## src/sv/olsf_pkg.sv

```systemverilog
// ----------------------------------------------------------------------------
// olsf_pkg: shared types and constants for the order late-supplier filter
// Field widths, the row and result word layouts, and the control struct
// passed from the order tracker to the top level.
// ----------------------------------------------------------------------------
`default_nettype none

package olsf_pkg;

  localparam int KEY_BITS   = 24;
  localparam int COUNT_BITS = 8;

  localparam logic [COUNT_BITS-1:0] COUNT_MAX = {COUNT_BITS{1'b1}};
  localparam logic [COUNT_BITS-1:0] COUNT_ONE = COUNT_BITS'(1);

  typedef logic [KEY_BITS-1:0]   key_t;
  typedef logic [COUNT_BITS-1:0] count_t;

  // One line-item row.
  typedef struct packed {
    key_t supp_key;
    logic is_late;
    logic supp_in_nation;
    logic order_is_final;
    logic last_of_order;
  } row_word_t;

  // One qualifying order.
  typedef struct packed {
    key_t   waiting_supplier;
    count_t wait_count;
  } result_word_t;

  // What the tracker concludes about the row it is given.
  typedef struct packed {
    logic         emit;
    result_word_t result;
  } decision_t;

endpackage

`default_nettype wire

```

## src/sv/olsf_row_if.sv

```systemverilog
// ----------------------------------------------------------------------------
// olsf_row_if: valid/ready channel carrying line-item row words
// The source drives valid and data, the sink drives ready.
// ----------------------------------------------------------------------------
`default_nettype none

interface olsf_row_if;
  logic                valid;
  logic                ready;
  olsf_pkg::row_word_t data;

  modport source (output valid, output data, input ready);
  modport sink   (input valid, input data, output ready);
endinterface

`default_nettype wire

```

## src/sv/olsf_result_if.sv

```systemverilog
// ----------------------------------------------------------------------------
// olsf_result_if: valid/ready channel carrying result words
// The source drives valid and data, the sink drives ready.
// ----------------------------------------------------------------------------
`default_nettype none

interface olsf_result_if;
  logic                   valid;
  logic                   ready;
  olsf_pkg::result_word_t data;

  modport source (output valid, output data, input ready);
  modport sink   (input valid, input data, output ready);
endinterface

`default_nettype wire

```

## src/sv/order_late_supplier_filter.sv

```systemverilog
// ----------------------------------------------------------------------------
// order_late_supplier_filter: flags final orders with several suppliers whose
// late lines all come from one supplier in the target nation
// A row waits in the input register while it is judged; when it is stepped,
// the result register takes its result word, if it makes one.
// Throughput: one row word per cycle; the only stall is a held result word
// meeting a new result word.
// Reset: synchronous, active high; clears both valid flags and the order state.
// ----------------------------------------------------------------------------
`default_nettype none

module order_late_supplier_filter (
  input  wire           clk,
  input  wire           rst,
  olsf_row_if.sink      rows,
  olsf_result_if.source results
);

  // Stage one: the accepted row word, held while the tracker judges it until it moves on.
  logic                   row_valid;
  olsf_pkg::row_word_t    row_word;

  // Stage two: the result register toward the output channel.
  logic                   result_valid;
  olsf_pkg::result_word_t result_word;

  olsf_pkg::decision_t    decision;
  logic                   row_go;
  logic                   row_step;

  // The tracker looks at the row in stage one and, when that row is stepped,
  // folds it into the state of the order in flight.
  olsf_track u_track (
    .clk      (clk),
    .rst      (rst),
    .step     (row_step),
    .row      (row_word),
    .decision (decision)
  );

  // A row that makes no result always moves on. A row that makes one moves
  // on when the result register is empty or is being emptied in this cycle.
  assign row_go   = !decision.emit || !result_valid || results.ready;
  assign row_step = row_valid && row_go;

  // The input register is free when empty or when its word leaves now, so a
  // new row word can be taken every cycle in which the held word moves on.
  assign rows.ready = !row_valid || row_go;

  always_ff @(posedge clk) begin
    if (rst) begin
      row_valid <= 1'b0;
    end else if (rows.ready) begin
      row_valid <= rows.valid;
    end
  end

  always_ff @(posedge clk) begin
    if (rows.ready && rows.valid) begin
      row_word <= rows.data;
    end
  end

  // The result register keeps its word until the sink takes it.
  always_ff @(posedge clk) begin
    if (rst) begin
      result_valid <= 1'b0;
    end else if (row_step && decision.emit) begin
      result_valid <= 1'b1;
    end else if (results.ready) begin
      result_valid <= 1'b0;
    end
  end

  always_ff @(posedge clk) begin
    if (row_step && decision.emit) begin
      result_word <= decision.result;
    end
  end

  assign results.valid = result_valid;
  assign results.data  = result_word;

endmodule

`default_nettype wire

```

## src/sv/olsf_track.sv

```systemverilog
// ----------------------------------------------------------------------------
// olsf_track: running per-order flags and the end-of-order decision
// Holds the state of the order in flight, judges the presented row
// combinationally, and commits the new state when the row is stepped.
// ----------------------------------------------------------------------------
`default_nettype none

module olsf_track (
  input  wire                  clk,
  input  wire                  rst,
  input  wire                  step,
  input  olsf_pkg::row_word_t  row,
  output olsf_pkg::decision_t  decision
);

  logic             first_seen;
  olsf_pkg::key_t   first_key;
  logic             several_suppliers;
  logic             late_seen;
  olsf_pkg::key_t   late_key;
  logic             many_late;
  logic             late_in_nation;
  olsf_pkg::count_t late_total;

  logic             first_seen_next;
  olsf_pkg::key_t   first_key_next;
  logic             several_suppliers_next;
  logic             late_seen_next;
  olsf_pkg::key_t   late_key_next;
  logic             many_late_next;
  logic             late_in_nation_next;
  olsf_pkg::count_t late_total_next;

  always_comb begin
    first_seen_next        = 1'b1;
    first_key_next         = first_seen ? first_key : row.supp_key;
    several_suppliers_next = several_suppliers |
                             (first_seen && (row.supp_key != first_key));

    late_seen_next      = late_seen;
    late_key_next       = late_key;
    many_late_next      = many_late;
    late_in_nation_next = late_in_nation;
    late_total_next     = late_total;
    if (row.is_late) begin
      if (!late_seen) begin
        late_seen_next      = 1'b1;
        late_key_next       = row.supp_key;
        late_in_nation_next = row.supp_in_nation;
        late_total_next     = olsf_pkg::COUNT_ONE;
      end else if (row.supp_key != late_key) begin
        many_late_next = 1'b1;
      end else if (late_total != olsf_pkg::COUNT_MAX) begin
        late_total_next = late_total + olsf_pkg::COUNT_ONE;
      end
    end
  end

  always_comb begin
    decision.emit = row.last_of_order && row.order_is_final && several_suppliers_next &&
                    late_seen_next && !many_late_next && late_in_nation_next;
    decision.result.waiting_supplier = late_key_next;
    decision.result.wait_count       = late_total_next;
  end

  // The last row of an order clears everything for the next one.
  always_ff @(posedge clk) begin
    if (rst || (step && row.last_of_order)) begin
      first_seen        <= 1'b0;
      first_key         <= '0;
      several_suppliers <= 1'b0;
      late_seen         <= 1'b0;
      late_key          <= '0;
      many_late         <= 1'b0;
      late_in_nation    <= 1'b0;
      late_total        <= '0;
    end else if (step) begin
      first_seen        <= first_seen_next;
      first_key         <= first_key_next;
      several_suppliers <= several_suppliers_next;
      late_seen         <= late_seen_next;
      late_key          <= late_key_next;
      many_late         <= many_late_next;
      late_in_nation    <= late_in_nation_next;
      late_total        <= late_total_next;
    end
  end

endmodule

`default_nettype wire
```

## src/flat_wrapper.sv

```systemverilog
// flat-port wrapper written by rule: the top's interface ports become plain ports
module order_late_supplier_filter_flat 
  (clk, rst, rows_valid, rows_data, rows_ready, results_valid, results_data, results_ready);
  olsf_row_if rows_i ();
  olsf_result_if results_i ();
  input  wire clk;
  input  wire rst;
  input wire logic [$bits(rows_i.valid)-1:0] rows_valid;
  input wire logic [$bits(rows_i.data)-1:0] rows_data;
  output wire logic [$bits(rows_i.ready)-1:0] rows_ready;
  output wire logic [$bits(results_i.valid)-1:0] results_valid;
  output wire logic [$bits(results_i.data)-1:0] results_data;
  input wire logic [$bits(results_i.ready)-1:0] results_ready;
  assign rows_i.valid = rows_valid;
  assign rows_i.data = rows_data;
  assign rows_ready = rows_i.ready;
  assign results_valid = results_i.valid;
  assign results_data = results_i.data;
  assign results_i.ready = results_ready;
  order_late_supplier_filter u_core (.clk(clk), .rst(rst), .rows(rows_i), .results(results_i));
endmodule
```

## config.mk

```make
export PLATFORM = sky130hd
export DESIGN_NAME = order_late_supplier_filter_flat
export DESIGN_NICKNAME = d
export VERILOG_FILES = /design/src/sv/olsf_pkg.sv /design/src/sv/olsf_row_if.sv /design/src/sv/olsf_result_if.sv /design/src/sv/order_late_supplier_filter.sv /design/src/sv/olsf_track.sv /design/src/flat_wrapper.sv
export SDC_FILE = /design/constraint.sdc
export NUM_CORES = 1
export LEC_CHECK = 0
export BUFFER_PORTS_ARGS = -buffer_cell sky130_fd_sc_hd__buf_2
export CAP_MARGIN = 20
export CELL_PAD_IN_SITES_DETAIL_PLACEMENT = 1
export CELL_PAD_IN_SITES_GLOBAL_PLACEMENT = 1
export CORE_ASPECT_RATIO = 1.5
export CORE_MARGIN = 5
export CORE_UTILIZATION = 41
export DETAILED_ROUTE_END_ITERATION = 12
export HOLD_SLACK_MARGIN = 0.02
export PLACE_DENSITY = 0.81
export SYNTH_ARGS = -nofsm -noshare
export SYNTH_HDL_FRONTEND = slang
export SYNTH_SLANG_ARGS = --single-unit
```

## constraint.sdc

```tcl
create_clock -name clk -period 3.5 [get_ports clk]
set_input_delay 0.35 -clock clk [delete_from_list [all_inputs] [get_ports clk]]
set_output_delay 0.35 -clock clk [all_outputs]
set_load 0.005 [all_outputs]
```

# Word-level counts from Yosys, hierarchy flattened
# Cells that the tools add are included.
# op_classes
add_sub_neg	1
n_eq_ne	3
mux	14
bitwise	2
reduce_logical	20
# op_table
cell	count
2-to-1 mux 24 bit	2
!= test 24 bit	2
2-to-1 mux 8 bit	4
logical AND 1 bit	10
adder 8 x 1 -> 8 bit (second input constant)	1
2-to-1 mux 1 bit	8
!= test 8 bit (second input constant)	1
zero test 1 bit	4
logical OR 1 bit	4
AND reduction 2 bit	1
nonzero test 2 bit	1
inverter 1 bit	1
OR 1 bit	1
# word_totals
ff_bits	123
in_bits	32
output_inout_bits	34
word_cells	57

# Depth between registers and ports, before layout
# logic_depth
ltp_word	13
ltp_mapped	9
mapped_depth_nobuf	7

# Cells and area by module
# From an unflattened synthesis, not the netlist that was laid out.
# hier_totals
hier_cells	493
hier_area_um2	5471.5
# modules_own_cells
module	instances	cells_each	area_per_inst_um2	seq_area_each_um2
olsf_track	1	421	3565.9	1221.2
order_late_supplier_filter	1	72	1905.6	1841.8

# Worst setup path after synthesis
# Ideal clock, no wire load.
# synth_timing
kind	reg2reg
startpoint	register u_core.row_word[22] in the netlist's numbering
endpoint	register u_core.row_word[0] in the netlist's numbering, enable pin
setup_ps	422
t_arrival_ps	3152
required_time_ps	3078
setup_slack_ps	-74
stages_incl_launch_ff	9
path_buffers	2
period_less_slack_ps	3574
path_cell_list	edfxtp_1 xnor2_1 nand4_1 nor4_2 a31oi_2 and3_1 buf_2 buf_2 a21oi_1
# synth_between
elab_chain_len	12
elab_cells_between_ends	17
classes_between	eq/ne (2); mux (3); bitwise (1); reduce/logical (11)
# synth_lines
element	line_no	rtl
start, declared	order_late_supplier_filter.sv:21	olsf_pkg::row_word_t row_word;
start signal, assigned	order_late_supplier_filter.sv:60	row_word <= rows.data;
!= test 24 bit (on tied branches)	olsf_track.sv:51, olsf_track.sv:38	
2-to-1 mux 1 bit / logical AND 1 bit (equally long branches)	olsf_track.sv:51, olsf_track.sv:38	
2-to-1 mux 1 bit / OR 1 bit (equally long branches)	olsf_track.sv:46, olsf_track.sv:37	
2-to-1 mux 1 bit / logical AND 1 bit (equally long branches)	olsf_track.sv:45, olsf_track.sv:60	
zero test 1 bit / logical AND 1 bit (equally long branches)	olsf_track.sv:61, olsf_track.sv:60	
logical AND 1 bit (*) (2 in series)	olsf_track.sv:61	late_seen_next && !many_late_next && late_in_nation_next;
zero test 1 bit (*)	order_late_supplier_filter.sv:43	assign row_go = !decision.emit || !result_valid || results.ready;
logical OR 1 bit (*) (2 in series)	order_late_supplier_filter.sv:43	
logical OR 1 bit (*)	order_late_supplier_filter.sv:48	assign rows.ready = !row_valid || row_go;
logical AND 1 bit (*)	order_late_supplier_filter.sv:59	if (rows.ready && rows.valid) begin
# Every way passes the cells marked *; elsewhere a longest branch is shown, timed or not.
# A chain may end at the register's enable or synchronous reset.

# Worst setup path after layout
# layout_timing
startpoint	register u_core.row_word[24] in the netlist's numbering
endpoint	output port rows_ready
# layout_between
elab_chain_len	11
elab_cells_between_ends	16
classes_between	eq/ne (2); mux (3); bitwise (1); reduce/logical (10)
# layout_lines
element	line_no	rtl
!= test 24 bit (on tied branches)	olsf_track.sv:51, olsf_track.sv:38	
2-to-1 mux 1 bit / logical AND 1 bit (equally long branches)	olsf_track.sv:51, olsf_track.sv:38	
2-to-1 mux 1 bit / OR 1 bit (equally long branches)	olsf_track.sv:46, olsf_track.sv:37	
2-to-1 mux 1 bit / logical AND 1 bit (equally long branches)	olsf_track.sv:45, olsf_track.sv:60	
zero test 1 bit / logical AND 1 bit (equally long branches)	olsf_track.sv:61, olsf_track.sv:60	
logical AND 1 bit (*) (2 in series)	olsf_track.sv:61	
zero test 1 bit (*)	order_late_supplier_filter.sv:43	
logical OR 1 bit (*) (2 in series)	order_late_supplier_filter.sv:43	
logical OR 1 bit (*)	order_late_supplier_filter.sv:48	
end, declared	flat_wrapper.sv:10	output wire logic [$bits(rows_i.ready)-1:0] rows_ready;
# Marks and branches as above.

==> results.yml <==
status:
  status: "finished, final reports clean"
worst_hold_path:
  hold_class: "in -> reg"
  hold_path_startpoint: "rows_data[18]"
critical_path:
  reg2reg_from: "u_core.row_word[25]"
  critPathLaunch: "u_core.row_word[24]"
  crit_path_max_fanout: 10
  critical_path.endpoint_type: "primary output"
  cp.required_ps: 3150
  start_kind: "flip-flop"
  worstSetupPathType: "reg -> out"
  arrival_ps: 2930
synthesis:
  postSynthAreaPerCell_um2: 10.5
  yosysUniqueCellTypes: 47
  synthMostInstantiatedCell: "sky130_fd_sc_hd__nand2_1"
  synth.top_cells.by_area: "sky130_fd_sc_hd__edfxtp_1 33%, sky130_fd_sc_hd__dfxtp_1 23%, sky130_fd_sc_hd__xnor2_1 7.9%, sky130_fd_sc_hd__nand2_1 5.8%, sky130_fd_sc_hd__mux2i_1 4.6%"
  synthesis.nets: 545
  synth-seq-area-share: 0.567
  synth_top_cells_by_count: "83 x sky130_fd_sc_hd__nand2_1, 65 x sky130_fd_sc_hd__nor2_1, 63 x sky130_fd_sc_hd__dfxtp_1"
  number_of_warnings_printed_during_yosys_synthesis: 0
  synth_ff_type: "sky130_fd_sc_hd__dfxtp_1"
  synth.top_cell.area_share: 0.334
  async_reset_ff_frac: 0
  synthCells: 512
  syn_area_mm2: 0.00540
  ys_seq_elements: 123
  synth_edf_count: 60
  synth_area_leader_cell: "sky130_fd_sc_hd__edfxtp_1"
global_routing:
  grt_usage: 0.206
  first_global_vias: 4597
  number_of_antenna_violations_at_the_first_check_in_global_routing: 0
  pin_count_of_the_biggest_net_entering_global_routing: 56
  grt_first_pass_wirelength_um: 24500
  grt_overflow_total: 0
placement:
  dp_hpwl_um: 10600
  finalWeightedCongestion: 0.857
  placed_area_mm2: 0.00589
  port_buffers: 65
cts:
  path_clk_slew_ps: 60
  clock_insertion_delay_worst_skew_ps: 420
  hold_bufs_at_cts: 0
  clock_tree.root_cell: "sky130_fd_sc_hd__clkbuf_16"
  tritoncts.num_buffers: 17
  tritoncts_num_sinks: 123
  cts_htree_levels: 4
  tritoncts_clock_tree: "done"
  max-clock-path-buffers: 2
  cts_setup_buffers: 0
  cts_resized: 0
pwr:
  comb_power_share: 0.088
  switching_share: 0.238
  clk_pwr_share: 0.488
  switching_power_mw: 0.932
  power.internal_mw: 2.98
  power-per-cell-area_mw_per_mm2: 596
  leakage_nw: 2.45
  sequential_group_share_of_total_power: 0.424
  max-vdd-ir-drop_v: 0.000447
  p_total_mw: 3.91
routing:
  post_drt_via_cell_ratio: 5.50
  final_antenna_net_count: 0
  firstDrtPassIters: 4
  number_of_drc_violations_after_detailed_routing_iteration_0: 228
  vias: 4132
  routed_wire_length_per_instance_um: 20.8
  detail_route.wirelength_um: 15600
  detail_route.drc_violations: 0
timing:
  worst_slew_pin_slew_ps: 857
  fin_worst_skew_ps: 6.44
  fmax_ghz: 0.305
  tns_ps: 0
  timing.final.crit_share: 0.938
  hold_viol_final: 0
  layout_min_cycle_time_ps: 3280
  rsz_0062_raised_after_global_routing: "false"
  timing.final.setup_violations: 0
  slew_viol_final: 0
  slew_headroom: 0.426
floorplan:
  floorplan.initialDensity: 0.417
  die_height_um: 151
  core-area_mm2: 0.0130
  num_io_pins: 66
  floorplan.rows: 51
  die_w_um: 104
  die_area_mm2: 0.0156
finish:
  post-route-cell-area_mm2: 0.00656
  final.fill_count: 1408
  final_core_utilization: 0.507
  drive_gt1_frac: 0.226
  nNetsFinal: 612
  flow.area_growth_from_synthesis_pct: 21.5
  num_antenna_cells: 0
flow_run:
  drv.max_cap_violation_count: 0
final timing paths:
kind / endpoint / slack [ps] / cells after the start
worst max-delay path: rows_ready / 220 / 7
worst min-delay path: u_core.row_word[18] / 100 / 1
worst max register to register: u_core.u_track.late_in_nation / 490 / 9
worst min register to register: u_core.u_track.many_late / 500 / 2
per-layer routing:
metal / GRT usage / wire [um] / vias up
li1: - / - / 1913
met2: 0.387 / 8780 / 121
met5: 0 / 0 / -
met1: 0.197 / 5510 / 2067
met3: 0.0635 / 644 / 31
met4: 0.118 / 700 / 0
sequential cells by signal (all words and copies together), names as in the netlist:
name,cells
u_core.results.data,32
u_core.u_track.late_in_nation,1
u_core.row_word,28
u_core.u_track.late_key,24
u_core.u_track.first_seen,1
u_core.u_track.many_late,1
u_core.u_track.several_suppliers,1
u_core.u_track.late_total,8
u_core.row_valid,1
u_core.results.valid,1
u_core.u_track.late_seen,1
u_core.u_track.first_key,24
logic make-up after synthesis:
group,Yosys count,synth area share
simple gates,240,0.213
flops,123,0.567
xor+xnor,52,0.0843
compound gates,36,0.0554
buf+inv,35,0.0315
mux,25,0.0463
fa+ha+maj,1,0.00232
layout by cell type (no fill, tap or decap), drive strengths merged, types with 2 or more instances in the layout:
cell	n
nand2	83
buf	76
nor2	65
dfxtp	63
edfxtp	60
xnor2	49
nor3	49
mux2i	25
clkbuf	17
nand4	16
a21oi	8
clkinv	8
inv	7
a31oi	6
and3	5
bufinv	5
a31o	5
and2	4
nor3b	4
o21ai	3
xor2	3
a21o	3
a311oi	3
nand3	2
nand2b	2
or2	2
clkinvlp	2
nor2b	2
nor4	2
through the flow:
step	instances	hold WS [ps]	setup slack, ps
after detailed placement	718	479	534
after global routing	751	76.7	56.4
after floorplan	512	438	527
final	751	99.8	218
after CTS	750	82.6	174
after global placement	718	455	628
worst max-delay path, stage by stage (launching register included):
cell                       delay [ps]
sky130_fd_sc_hd__edfxtp_1         500
sky130_fd_sc_hd__xnor2_1          270
sky130_fd_sc_hd__nand4_1          190
sky130_fd_sc_hd__nor4_4           450
sky130_fd_sc_hd__a31o_4           270
sky130_fd_sc_hd__and3_1           500
sky130_fd_sc_hd__nand2_1          180
sky130_fd_sc_hd__buf_2            160
layout make-up:
class	count	area, um2	share of cell area
Sequential cell	123	3060	0.467
Multi-Input combinational cell	354	2170	0.331
Timing Repair Buffer	76	453	0.0690
Clock buffer	17	425	0.0648
Clock inverter	15	224	0.0341
Tap cell	159	199	0.0303
Inverter	7	26.3	0.00400
power by group through the flow:
stage	Clock [mW]	Sequential (mW)	Combinational (mW)
after floorplan	0	1.66	0.233
after global placement	0	1.68	0.315
after detailed placement	0	1.69	0.328
after CTS	1.94	1.66	0.338
after global routing	2.01	1.66	0.372
final	1.91	1.66	0.343
Power figures use the tool's default switching activity.
